**config.mk**
```make
export PLATFORM = sky130hd
export DESIGN_NAME = clause_table_section_parser_unit
export DESIGN_NICKNAME = d
export VERILOG_FILES = /design/src/sv/ctsp_pkg.sv /design/src/sv/clause_table_section_parser_unit.sv /design/src/sv/ctsp_front.sv /design/src/sv/ctsp_queue.sv /design/src/sv/ctsp_back.sv
export SDC_FILE = /design/constraint.sdc
export NUM_CORES = 1
export LEC_CHECK = 0
export ABC_AREA = 1
export BUFFER_PORTS_ARGS = -buffer_cell sky130_fd_sc_hd__clkbuf_2
export CELL_PAD_IN_SITES_DETAIL_PLACEMENT = 1
export CELL_PAD_IN_SITES_GLOBAL_PLACEMENT = 2
export CORE_ASPECT_RATIO = 0.6
export CORE_MARGIN = 3
export CORE_UTILIZATION = 37
export DETAILED_ROUTE_END_ITERATION = 7
export PLACE_DENSITY = 0.87
export SLEW_MARGIN = 30
export SYNTH_ARGS = -nofsm -noshare
export SYNTH_HDL_FRONTEND = slang
export SYNTH_SLANG_ARGS = --single-unit
export TNS_END_PERCENT = 1
```
**constraint.sdc**
```tcl
create_clock -name clk_i -period 6.7 [get_ports clk_i]
set_clock_uncertainty 0.2 [all_clocks]
set_input_delay 0.335 -clock clk_i [delete_from_list [all_inputs] [get_ports clk_i]]
set_output_delay 0.335 -clock clk_i [all_outputs]
set_load 0.02 [all_outputs]
```
**src/sv/ctsp_pkg.sv**
```systemverilog
`timescale 1ns / 1ps
// ----------------------------------------------------------------------------
// ctsp_pkg: clause table section parser shared definitions
// Beat types, command format between parser and result stage, constants.
// ----------------------------------------------------------------------------
package ctsp_pkg;

  localparam logic [31:0] SECTION_MAGIC   = 32'h4d4c5344;
  localparam logic [15:0] SECTION_VERSION = 16'd3;
  localparam int unsigned HEADER_BYTES    = 16;
  localparam int unsigned ENTRY_BYTES     = 20;
  localparam int unsigned ENTRY_WORDS     = 5;

  localparam int unsigned QDEPTH = 4;
  localparam int unsigned QPTR_W = $clog2(QDEPTH);

  localparam logic [2:0] ST_ENTRY     = 3'd0;
  localparam logic [2:0] ST_DONE      = 3'd1;
  localparam logic [2:0] ST_TRUNCATED = 3'd2;
  localparam logic [2:0] ST_BAD_MAGIC = 3'd3;
  localparam logic [2:0] ST_BAD_VER   = 3'd4;
  localparam logic [2:0] ST_NO_MATCH  = 3'd5;

  typedef struct packed {
    logic [7:0] section_byte;
    logic       final_byte;
  } in_item_t;

  typedef struct packed {
    logic [2:0]  status;
    logic [31:0] guard_start;
    logic [31:0] try_length;
    logic [31:0] landing_offset;
    logic [31:0] clause_number;
    logic [31:0] entry_kind;
    logic        run_end;
  } result_t;

  typedef struct packed {
    logic                             has_entry;
    logic                             has_status;
    logic [2:0]                       status;
    logic [ENTRY_WORDS-1:0][31:0]     words;
  } cmd_t;

endpackage

```
**src/sv/clause_table_section_parser_unit.sv**
```systemverilog
`timescale 1ns / 1ps
// ----------------------------------------------------------------------------
// clause_table_section_parser_unit: clause table section parser
// Parses a byte stream of clause table blocks and returns the entries of the
// block whose address matches the configured code address, plus status beats.
// ----------------------------------------------------------------------------
// Usage:
//   Input queue side: drive item_i and raise push_i; a beat is taken on a
//   clock edge with push_i high and full_o low. One byte per cycle while
//   full_o is low.
//   Result queue side: while empty_o is low the oldest result is on res_o;
//   raise pop_i to take it. A byte may cause up to two results; run_end marks
//   the last result of a byte.
//   Configuration: cfg_data_i is the code address, written on an edge with
//   cfg_valid_i and cfg_ready_o high; cfg_ready_o is always high.
//   Order: the command for a byte enters the queue on the edge that takes the
//   byte, behind older results. The parser updates its phase counters on that edge.
//   Throughput: one byte per cycle while full_o is low. Results drain at one
//   beat per cycle while pop_i is high, from a 4-command queue.
//   Stall: when the receiver holds pop_i low the queue fills and full_o rises,
//   holding the byte stream.
//   Reset: parser returns to the header phase, the queue empties and the code
//   address clears to zero. The final byte of a section also resets the
//   parser, keeping the code address.
// ----------------------------------------------------------------------------
module clause_table_section_parser_unit (
  input  logic               clk_i,
  input  logic               rst_ni,
  input  logic               push_i,
  output logic               full_o,
  input  ctsp_pkg::in_item_t item_i,
  output logic               empty_o,
  input  logic               pop_i,
  output ctsp_pkg::result_t  res_o,
  input  logic               cfg_valid_i,
  output logic               cfg_ready_o,
  input  logic [63:0]        cfg_data_i
);
  import ctsp_pkg::*;

  logic [63:0] code_address_q;
  logic        accept;
  logic        cmd_valid;
  cmd_t        cmd;
  cmd_t        head;
  logic        head_pop;
  logic        q_full;
  logic        q_empty;

  assign cfg_ready_o = 1'b1;
  assign full_o      = q_full;
  assign empty_o     = q_empty;
  assign accept      = push_i && !q_full;

  always_ff @(posedge clk_i or negedge rst_ni) begin
    if (!rst_ni) begin
      code_address_q <= '0;
    end else if (cfg_valid_i && cfg_ready_o) begin
      code_address_q <= cfg_data_i;
    end
  end

  ctsp_front u_front (
    .clk_i          (clk_i),
    .rst_ni         (rst_ni),
    .accept_i       (accept),
    .item_i         (item_i),
    .code_address_i (code_address_q),
    .cmd_valid_o    (cmd_valid),
    .cmd_o          (cmd)
  );

  ctsp_queue u_queue (
    .clk_i   (clk_i),
    .rst_ni  (rst_ni),
    .push_i  (cmd_valid),
    .data_i  (cmd),
    .full_o  (q_full),
    .pop_i   (head_pop),
    .empty_o (q_empty),
    .head_o  (head)
  );

  ctsp_back u_back (
    .clk_i        (clk_i),
    .rst_ni       (rst_ni),
    .head_valid_i (!q_empty),
    .head_i       (head),
    .head_pop_o   (head_pop),
    .pop_i        (pop_i),
    .res_o        (res_o)
  );

  a_status_range : assert property (@(posedge clk_i) disable iff (!rst_ni)
    !empty_o |-> res_o.status <= ST_NO_MATCH)
    else $error("result status out of range");

  a_status_zero_words : assert property (@(posedge clk_i) disable iff (!rst_ni)
    (!empty_o && res_o.status != ST_ENTRY) |->
      (res_o.guard_start == '0 && res_o.entry_kind == '0 && res_o.run_end))
    else $error("status beat carries entry words or is not last");

  a_cmd_nonempty : assert property (@(posedge clk_i) disable iff (!rst_ni)
    !empty_o |-> (head.has_entry || head.has_status))
    else $error("queued command with no beat");

  a_entry_then_status : assert property (@(posedge clk_i) disable iff (!rst_ni)
    (pop_i && !empty_o && !res_o.run_end) |=> (!empty_o && res_o.status != ST_ENTRY))
    else $error("first beat of a pair not followed by its status");

endmodule

```
**src/sv/ctsp_front.sv**
```systemverilog
`timescale 1ns / 1ps
// ----------------------------------------------------------------------------
// ctsp_front: section byte parser
// Tracks header, entry, skip and ignore phases and turns a byte that ends an entry or gives a status into a command.
// ----------------------------------------------------------------------------
module ctsp_front (
  input  logic              clk_i,
  input  logic              rst_ni,
  input  logic              accept_i,
  input  ctsp_pkg::in_item_t item_i,
  input  logic [63:0]       code_address_i,
  output logic              cmd_valid_o,
  output ctsp_pkg::cmd_t    cmd_o
);
  import ctsp_pkg::*;

  localparam logic [1:0] PH_HEADER  = 2'd0;
  localparam logic [1:0] PH_ENTRIES = 2'd1;
  localparam logic [1:0] PH_SKIP    = 2'd2;
  localparam logic [1:0] PH_IGNORE  = 2'd3;

  logic [1:0]                   phase_q, phase_d;
  logic [4:0]                   cnt_q, cnt_d;
  logic [63:0]                  hw_q, hw_d;
  logic [63:0]                  ha_q, ha_d;
  logic [ENTRY_WORDS-1:0][31:0] ew_q, ew_d;
  logic [15:0]                  el_q, el_d;
  logic [20:0]                  sl_q, sl_d;

  logic [7:0]  b;
  logic        fin;
  logic        terminated;
  logic [3:0]  hdr_idx;
  logic [4:0]  ent_idx;
  logic [63:0] addr_full;
  logic [15:0] ver;
  logic [15:0] count;
  cmd_t        cmd;

  assign b         = item_i.section_byte;
  assign fin       = item_i.final_byte;
  assign hdr_idx   = cnt_q[3:0];
  assign ent_idx   = (cnt_q >= 5'(ENTRY_BYTES)) ? 5'd0 : cnt_q;
  assign addr_full = {b, ha_q[55:0]};
  assign ver       = hw_q[47:32];
  assign count     = hw_q[63:48];

  always_comb begin
    phase_d    = phase_q;
    cnt_d      = cnt_q;
    hw_d       = hw_q;
    ha_d       = ha_q;
    ew_d       = ew_q;
    el_d       = el_q;
    sl_d       = sl_q;
    cmd        = '0;
    terminated = 1'b0;
    case (phase_q)
      PH_HEADER: begin
        if (!hdr_idx[3]) begin
          hw_d[{hdr_idx[2:0], 3'b000} +: 8] = b;
        end else begin
          ha_d[{hdr_idx[2:0], 3'b000} +: 8] = b;
        end
        cnt_d = {1'b0, hdr_idx} + 5'd1;
        if (hdr_idx == 4'(HEADER_BYTES - 1)) begin
          cnt_d = '0;
          if (hw_q[31:0] != SECTION_MAGIC) begin
            cmd.has_status = 1'b1;
            cmd.status     = ST_BAD_MAGIC;
            terminated     = 1'b1;
            phase_d        = PH_IGNORE;
          end else if (ver != SECTION_VERSION) begin
            cmd.has_status = 1'b1;
            cmd.status     = ST_BAD_VER;
            terminated     = 1'b1;
            phase_d        = PH_IGNORE;
          end else if (addr_full != code_address_i) begin
            if (count == '0) begin
              if (fin) begin
                cmd.has_status = 1'b1;
                cmd.status     = ST_NO_MATCH;
                terminated     = 1'b1;
              end
            end else begin
              sl_d    = {1'b0, count, 4'b0000} + {3'b000, count, 2'b00};
              phase_d = PH_SKIP;
            end
          end else if (count == '0) begin
            cmd.has_status = 1'b1;
            cmd.status     = ST_DONE;
            terminated     = 1'b1;
            phase_d        = PH_IGNORE;
          end else begin
            el_d    = count;
            phase_d = PH_ENTRIES;
          end
        end
      end
      PH_SKIP: begin
        if (sl_q != '0) begin
          sl_d = sl_q - 21'd1;
        end
        if (sl_q <= 21'd1) begin
          if (fin) begin
            cmd.has_status = 1'b1;
            cmd.status     = ST_NO_MATCH;
            terminated     = 1'b1;
          end else begin
            phase_d = PH_HEADER;
          end
        end
      end
      PH_ENTRIES: begin
        ew_d[ent_idx[4:2]][{ent_idx[1:0], 3'b000} +: 8] = b;
        cnt_d = ent_idx + 5'd1;
        if (ent_idx == 5'(ENTRY_BYTES - 1)) begin
          cnt_d         = '0;
          cmd.has_entry = 1'b1;
          cmd.words     = {b, ew_q[4][23:0], ew_q[3], ew_q[2], ew_q[1], ew_q[0]};
          if (el_q != '0) begin
            el_d = el_q - 16'd1;
          end
          if (el_q <= 16'd1) begin
            cmd.has_status = 1'b1;
            cmd.status     = ST_DONE;
            terminated     = 1'b1;
            phase_d        = PH_IGNORE;
          end
        end
      end
      PH_IGNORE: begin
        phase_d = PH_IGNORE;
      end
      default: begin
        phase_d = PH_IGNORE;
      end
    endcase
    if (fin) begin
      if (!terminated && phase_d != PH_IGNORE) begin
        cmd.has_status = 1'b1;
        cmd.status     = ST_TRUNCATED;
      end
      phase_d = PH_HEADER;
      cnt_d   = '0;
    end
  end

  always_ff @(posedge clk_i or negedge rst_ni) begin
    if (!rst_ni) begin
      phase_q <= PH_HEADER;
      cnt_q   <= '0;
    end else if (accept_i) begin
      phase_q <= phase_d;
      cnt_q   <= cnt_d;
    end
  end

  always_ff @(posedge clk_i) begin
    if (accept_i) begin
      hw_q <= hw_d;
      ha_q <= ha_d;
      ew_q <= ew_d;
      el_q <= el_d;
      sl_q <= sl_d;
    end
  end

  assign cmd_valid_o = accept_i && (cmd.has_entry || cmd.has_status);
  assign cmd_o       = cmd;

endmodule

```
**src/sv/ctsp_queue.sv**
```systemverilog
`timescale 1ns / 1ps
// ----------------------------------------------------------------------------
// ctsp_queue: command queue
// Short register queue that decouples the parser from the result stage.
// ----------------------------------------------------------------------------
module ctsp_queue (
  input  logic           clk_i,
  input  logic           rst_ni,
  input  logic           push_i,
  input  ctsp_pkg::cmd_t data_i,
  output logic           full_o,
  input  logic           pop_i,
  output logic           empty_o,
  output ctsp_pkg::cmd_t head_o
);
  import ctsp_pkg::*;

  cmd_t              mem_q [QDEPTH];
  logic [QPTR_W-1:0] wr_q;
  logic [QPTR_W-1:0] rd_q;
  logic [QPTR_W:0]   cnt_q;
  logic              do_push;
  logic              do_pop;

  assign full_o  = (cnt_q == (QPTR_W + 1)'(QDEPTH));
  assign empty_o = (cnt_q == '0);
  assign do_push = push_i && !full_o;
  assign do_pop  = pop_i && !empty_o;
  assign head_o  = mem_q[rd_q];

  always_ff @(posedge clk_i) begin
    if (do_push) begin
      mem_q[wr_q] <= data_i;
    end
  end

  always_ff @(posedge clk_i or negedge rst_ni) begin
    if (!rst_ni) begin
      wr_q  <= '0;
      rd_q  <= '0;
      cnt_q <= '0;
    end else begin
      if (do_push) begin
        wr_q <= wr_q + 1'b1;
      end
      if (do_pop) begin
        rd_q <= rd_q + 1'b1;
      end
      cnt_q <= cnt_q + (QPTR_W + 1)'(do_push) - (QPTR_W + 1)'(do_pop);
    end
  end

endmodule

```
**src/sv/ctsp_back.sv**
```systemverilog
`timescale 1ns / 1ps
// ----------------------------------------------------------------------------
// ctsp_back: result stage
// Expands each queued command into one or two result beats.
// ----------------------------------------------------------------------------
module ctsp_back (
  input  logic              clk_i,
  input  logic              rst_ni,
  input  logic              head_valid_i,
  input  ctsp_pkg::cmd_t    head_i,
  output logic              head_pop_o,
  input  logic              pop_i,
  output ctsp_pkg::result_t res_o
);
  import ctsp_pkg::*;

  logic beat_q;
  logic show_entry;
  logic two_beats;
  logic last_beat;
  logic take;

  assign two_beats  = head_i.has_entry && head_i.has_status;
  assign show_entry = head_i.has_entry && !beat_q;
  assign last_beat  = !(two_beats && !beat_q);
  assign take       = pop_i && head_valid_i;
  assign head_pop_o = take && last_beat;

  always_comb begin
    res_o         = '0;
    res_o.status  = show_entry ? ST_ENTRY : head_i.status;
    res_o.run_end = last_beat;
    if (show_entry) begin
      res_o.guard_start    = head_i.words[0];
      res_o.try_length     = head_i.words[1];
      res_o.landing_offset = head_i.words[2];
      res_o.clause_number  = head_i.words[3];
      res_o.entry_kind     = head_i.words[4];
    end
  end

  always_ff @(posedge clk_i or negedge rst_ni) begin
    if (!rst_ni) begin
      beat_q <= 1'b0;
    end else if (take) begin
      beat_q <= !last_beat;
    end
  end

endmodule

```
==> out/qor.csv, run 1 <==
stage,metric,value,unit
place,hpwl,90200,µm
power_and_ir_drop,p_switching,7.52,mW
cells_and_area,fill_cells,12500,
clock_tree,hold_buffers,90,
yosys,synth_top_area_share,0.668,
cells_and_area,nets,4256,
clock_tree,cts_tree,done,
routing,via_count,30300,
routing,initialDrtViolationCount,2931,
grt,first_global_vias,31000,
die,num_io_pins,245,
die,std_cell_rows,96,
timing,layout_worst_path_cycle_share,0.787,
setup_path,crit_required,6160,ps
setup_path,crit_slowest_cell,dfrtp_4,
cells_and_area,final_common_cell,nor2_1,
setup_path,end_kind,output port,
yosys,avgSynthCellArea,11.3,µm²
yosys,synth.area.top_cells,"edfxtp_1 (67%), nor2_1 (9.1%), o21ai_0 (4.8%), dfrtp_1 (4.5%), nand2_1 (4.2%)",
timing,grt_setup_unrepaired,no,
timing,fmax,190,MHz
setup_path,cp.buffers_inverters,6,
yosys,synth-main-ff-cell,edfxtp_1,
timing,fin_crit,5270,ps
run_status,status,"complete, no violations",
timing,finalSetupViolCount,0,
power_and_ir_drop,seq_power_share,0.395,
yosys,synth_area,43600,µm²
die,dieHeight,272,µm
clock_tree,cts_root_buf,clkbuf_16,
die,start_util,0.377,
cells_and_area,syn_to_final_growth,17.2,%
yosys,synth_top_area_cell,edfxtp_1,
timing,hold_viol,0,
routing,drc,0,
clock_tree,cts_buffers,101,
yosys,synthCells,3841,
place,port_buffers,243,
setup_path,cp_common_cell,buf_16,
clock_tree,cts-resized-gates,0,
routing,ant_nets,0,
power_and_ir_drop,p_clk_frac,0.288,
yosys,synth_fp_nets,3956,
job,max_cap_viol_count,0,
setup_path,crit_fanout,70,
grt,globalRouteOverflowTotal,0,
yosys,yosysSeqAreaShare,0.713,
timing,drv_slew,0,
cells_and_area,layout_common_cells,"nor2_1 (1048), edfxtp_1 (969), nand2_1 (484), o21ai_0 (398), clkbuf_2 (241)",
die,die_w,449,µm
grt,grt_usage,0.221,
setup_path,crit_family,buffers and inverters,
clock_tree,path_clk_slew,60,ps
routing,wirelength,138000,µm
clock_tree,insertion_delay,690,ps
grt,grt_max_degree,140,
timing,relSlewSlack,0.303,
die,core_area,116000,µm²
setup_path,slowest_delay,740,ps
cells_and_area,final_area,51100,µm²
cells_and_area,drive_gt1_frac,0.130,
grt,antenna_found_initial,14,
power_and_ir_drop,p_leak,18.3,nW
power_and_ir_drop,ir_drop,0.436,mV
yosys,synth_seq_cells,1048,
power_and_ir_drop,power_density,395,nW/µm²
hold_path,hp-class,input pin to register,
yosys,yosysUniqueCellTypes,56,
routing,drtPass1Iterations,5,
timing,tightest_slew,1030,ps
yosys,synth_warnings,0,
power_and_ir_drop,power.share.combinational,0.317,
timing,fin_setup_tns,0,ps
setup_path,cp.arrival,4740,ps
clock_tree,htree_levels,3,
routing,wl_per_cell,23.8,µm
clock_tree,post_cts.repair.setup_buffers,0,
power_and_ir_drop,p_int,12.6,mW
yosys,ys_async_sr_fraction,0.0754,
setup_path,path_cells,inv_6 -> buf_16 -> o21ai_0 -> o22ai_2 -> nand2_8 -> buf_16 -> buf_16 -> buf_4 -> a21oi_1 -> clkbuf_2,
setup_path,critPathLaunchType,register,
routing,viasPerCell,5.23,
place,gp_congestion,0.840,
die,die_area,122000,µm²
yosys,synth_edf_count,969,
clock_tree,clkSinkCount,1048,
setup_path,worst-setup-path-type,register to output port,
grt,grt_pass1_wl,203000,µm
place,placed_area,46800,µm²
power_and_ir_drop,swShare,0.373,
clock_tree,cts_max_path_buffers,3,
## sequential cells by signal, indices dropped and copies added, names as in the netlist, 5 cells and up
register        flops
u_queue.mem_q     660
u_front.ew_q      152
code_address_q     64
u_front.hw_q       64
u_front.ha_q       56
u_front.sl_q       21
u_front.el_q       16
u_front.cnt_q       5
## Yosys cell counts (3+ instances only)
library cell,number
nand2_1,484
buf_1,20
dfrtp_1,79
o2111ai_1,3
clkbuf_1,149
edfxtp_1,969
nor4_1,5
nand3_1,35
inv_1,172
xnor2_1,4
nor2_2,7
a31oi_1,5
nand4_1,13
mux2_2,19
nor2_4,7
buf_2,20
nand3b_1,4
ha_1,35
nand3_2,3
nor2_1,1052
or2_2,8
xor2_1,36
o21ai_0,415
inv_2,13
nand2_2,12
a21oi_1,189
nor3_1,35
o22ai_1,8
## worst min-delay path: stages
cell and delay (ps):
buf_6 300, nand2_1 130, o21ai_0 70
## final cells by class
| cell class | instances | area [µm²] | share of cell area |
|---|---|---|---|
| clock inverter | 51 | 492 | 0.00963 |
| antenna | 8 | 20.0 | 0.000392 |
| sequential | 1048 | 31100 | 0.609 |
| timing repair buffer | 390 | 2820 | 0.0552 |
| clock buffer | 134 | 2780 | 0.0545 |
| multi-input combinational | 2413 | 11200 | 0.219 |
| tap | 1568 | 1960 | 0.0384 |
| inverter | 187 | 722 | 0.0141 |
## worst paths after layout
path                                    start                 end  slack, ps  cells past startpoint
max reg2reg                  u_front.cnt_q[2]    u_front.ew_q[35]       2070                      8
max in group asynchronous              rst_ni     u_queue.rd_q[0]       5040                      4
min in group asynchronous              rst_ni  code_address_q[54]        360                      3
max                           u_queue.rd_q[1]           res_o[64]       1430                     10
min reg2reg                code_address_q[25]  code_address_q[25]        330                      1
min                               cfg_valid_i  code_address_q[51]         20                      3
## per-layer routing
| metal | vias to the layer above | routed length, µm | GRT usage |
|---|---|---|---|
| li1 | 13700 | - | - |
| met1 | 15300 | 60700 | 0.310 |
| met2 | 1031 | 60700 | 0.330 |
| met3 | 205 | 12700 | 0.0695 |
| met4 | 2 | 3680 | 0.0662 |
| met5 | - | 13 | 0 |
## power by group through the flow
stage                     Sequential, mW  Combinational, mW  Clock (mW)
after floorplan                     8.03               3.65           0
after global placement              8.07               6.05           0
after detailed placement            8.10               6.31           0
after CTS                           7.97               6.40        5.89
after global routing                8.01               6.93        6.16
final                               7.97               6.38        5.80
## metrics by stage
stage	power [mW]	hold slack (ps)	worst slack, ps	util	instances
6_report	20.2	18.1	1430	0.442	5799
5_1_grt	21.1	40.5	1210	0.442	5795
2_1_floorplan	11.7	-161	-539	-	3841
4_1_cts	20.3	0.278	1280	0.442	5791
3_5_place_dp	14.4	188	2040	0.405	5516
3_3_place_gp	14.1	186	1750	0.403	5509
## cells by family (layout without fill, tap and decap cells)
family | after synthesis | after routing | share of synthesized area
multiplexers | 19 | 19 | 0.00491
adder cells (fa/ha/maj) | 37 | 37 | 0.0110
flip-flops | 1048 | 1048 | 0.713
other | 1 | 9 | 0.0000861
buffers and inverters | 380 | 762 | 0.0338
XOR/XNOR | 40 | 40 | 0.00804
AO/OA/AOI/OAI | 642 | 642 | 0.0761
AND/OR/NAND/NOR | 1674 | 1674 | 0.153
Note: power is estimated with default switching activity, not from simulation.
==> run 2: changes to the inputs <==
==> constraint.sdc (replaced) <==
create_clock -name clk_i -period 4.3 [get_ports clk_i]
set_clock_uncertainty 0.2 [all_clocks]
set_input_delay 0.215 -clock clk_i [delete_from_list [all_inputs] [get_ports clk_i]]
set_output_delay 0.215 -clock clk_i [all_outputs]
set_load 0.02 [all_outputs]
==> run 2 against run 1 <==
  * Design area up 0.75%
  * Utilization increased by 0.33 points
  * Flip-flop and latch count stayed put
  * Clock power rose by 51%
  * Routed wire length rose by 1.1%
  * Global-route usage rose by 0.31 points
  * First-iteration DRC count increased by 3.0%
  * Non-clock buffer count is 68 higher
  * Hold slack improved by 31 ps
  * Via count grew 1.2%
  * Critical path type unchanged
  * Critical endpoint is now res_o[157]
  * Largest cell class unchanged
  * Largest power group unchanged
==> out/qor.csv, run 2 (synthesis results as in run 1) <==
stage,metric,value,unit
run_status,status,"complete, no violations",
routing,wirelength,139000,µm
clock_tree,post_cts.repair.setup_buffers,0,
timing,relSlewSlack,0.332,
setup_path,slowest_delay,600,ps
clock_tree,cts_tree,done,
routing,via_count,30700,
setup_path,path_cells,inv_8 -> nor2_1 -> o22ai_2 -> nand2_8 -> buf_4 -> a21oi_1 -> clkbuf_2,
routing,ant_nets,0,
die,num_io_pins,245,
routing,initialDrtViolationCount,3020,
power_and_ir_drop,ir_drop,0.605,mV
die,std_cell_rows,96,
routing,met2_length,61200,µm
clock_tree,htree_levels,3,
setup_path,crit_fanout,78,
die,die_area,122000,µm²
setup_path,end_kind,output port,
timing,fin_ws,296,ps
die,die_w,449,µm
routing,viasPerCell,5.24,
routing,dr_wl_met3,11300,µm
die,core_area,116000,µm²
cells_and_area,final_common_cell,nor2_1,
clock_tree,cts_buffers,99,
timing,tightest_slew,998,ps
cells_and_area,multi_input_area,11200,µm²
cells_and_area,top_register,u_queue.mem_q,
routing,highest_layer,met5,
clock_tree,path_clk_slew,60,ps
place,dp_cells,5543,
die,dieHeight,272,µm
cells_and_area,syn_to_final_growth,18.1,%
timing,drv_slew,0,
place,placed_area,46900,µm²
setup_path,crit_slowest_cell,dfrtp_4,
timing,fmax,250,MHz
setup_path,worst-setup-path-type,register to output port,
setup_path,crit_family,buffers and inverters,
routing,drc,0,
timing,fin_crit,4000,ps
timing,grt_setup_unrepaired,no,
grt,antenna_found_initial,16,
place,dp_slack,649,ps
clock_tree,cts_root_buf,clkbuf_16,
cells_and_area,final_area,51400,µm²
job,max_cap_viol_count,0,
power_and_ir_drop,power_density,601,nW/µm²
hold_path,hp-class,input pin to register,
grt,grt_usage,0.224,
grt,globalRouteOverflowTotal,0,
timing,hold_viol,0,
cells_and_area,fin_util,0.445,
setup_path,critPathLaunchType,register,
routing,wl_per_cell,23.8,µm
routing,wl_met1,62200,µm
timing,layout_worst_path_cycle_share,0.931,
grt,first_global_vias,31700,
power_and_ir_drop,power,30.9,mW
place,gp_congestion,0.867,
cells_and_area,nets,4322,
die,start_util,0.377,
place,port_buffers,243,
cells_and_area,fill_cells,12500,
setup_path,cp.buffers_inverters,3,
cells_and_area,final_cells,5859,
cells_and_area,drive_gt1_frac,0.132,
timing,finalSetupViolCount,0,
clock_tree,clkSinkCount,1048,
cells_and_area,regArea,31100,µm²
setup_path,cp.arrival,3590,ps
setup_path,crit_required,3880,ps
cells_and_area,layout_common_cells,"nor2_1 (1052), edfxtp_1 (969), nand2_1 (484), o21ai_0 (415), clkbuf_2 (241)",
place,hpwl,90100,µm
clock_tree,insertion_delay,720,ps
routing,drtPass1Iterations,5,
cells_and_area,largest_reg_flops,660,
grt,grt_max_degree,108,
grt,grt_pass1_wl,206000,µm
power_and_ir_drop,p_leak,18.5,nW
cells_and_area,reg_top3,"u_queue.mem_q (660), u_front.ew_q (152)",
clock_tree,cts_max_path_buffers,3,
## run 2: layout make-up
type	count	share of cell area
tap	1568	0.0381
sequential	1048	0.604
timing repair buffer	458	0.0655
clock buffer	115	0.0503
clock inverter	65	0.0108
antenna	5	0.000243
multi-input combinational	2413	0.217
inverter	187	0.0140
## run 2: per-layer routing
metal  up-vias  track usage
met4         2       0.0756
met1     15500        0.320
met2      1079        0.337
met3       220       0.0532
li1      13900            -
met5         -            0
## run 2: worst reg2reg max path, delay by kind of cell, from the launching register on
kind | cells | cell delay (ps)
flip-flops | 1 | 510
buffers and inverters | 2 | 710
adder cells (fa/ha/maj) | 1 | 230
AND/OR/NAND/NOR | 8 | 1580
## run 2: what timing repair did
action	CTS	global route
endpoints found under the hold margin	267	0
hold buffers	131	0
gates resized for setup	0	1
setup endpoints to repair	0	1
## run 2: path summary, 6_finish.rpt
path	from	endpoint	slack (ps)	cells past startpoint
setup reg to reg	u_front.cnt_q[2]	u_queue.mem_q[3][39]	560	11
hold reg to reg	code_address_q[31]	code_address_q[31]	330	1
hold / removal	cfg_data_i[55]	code_address_q[55]	50	4
max in group asynchronous	rst_ni	code_address_q[49]	2910	4
min in group asynchronous	rst_ni	code_address_q[9]	380	4
setup / recovery	u_queue.rd_q[0]	res_o[157]	300	7
## run 2: per-stage QoR
step / TNS (ps) / hold WS, ps
floorplan: -485390 / -281
finish: 0 / 49.0
CTS: 0 / 4.56
detailed placement: 0 / 59.6
global route: 0 / 63.0
global placement: 0 / 57.3
## run 2: report_power, final
group / switching, mW / internal (mW)
logic: 7.35 / 2.48
clock network: 3.93 / 4.84
registers: 0.287 / 12.0
total: 11.6 / 19.4
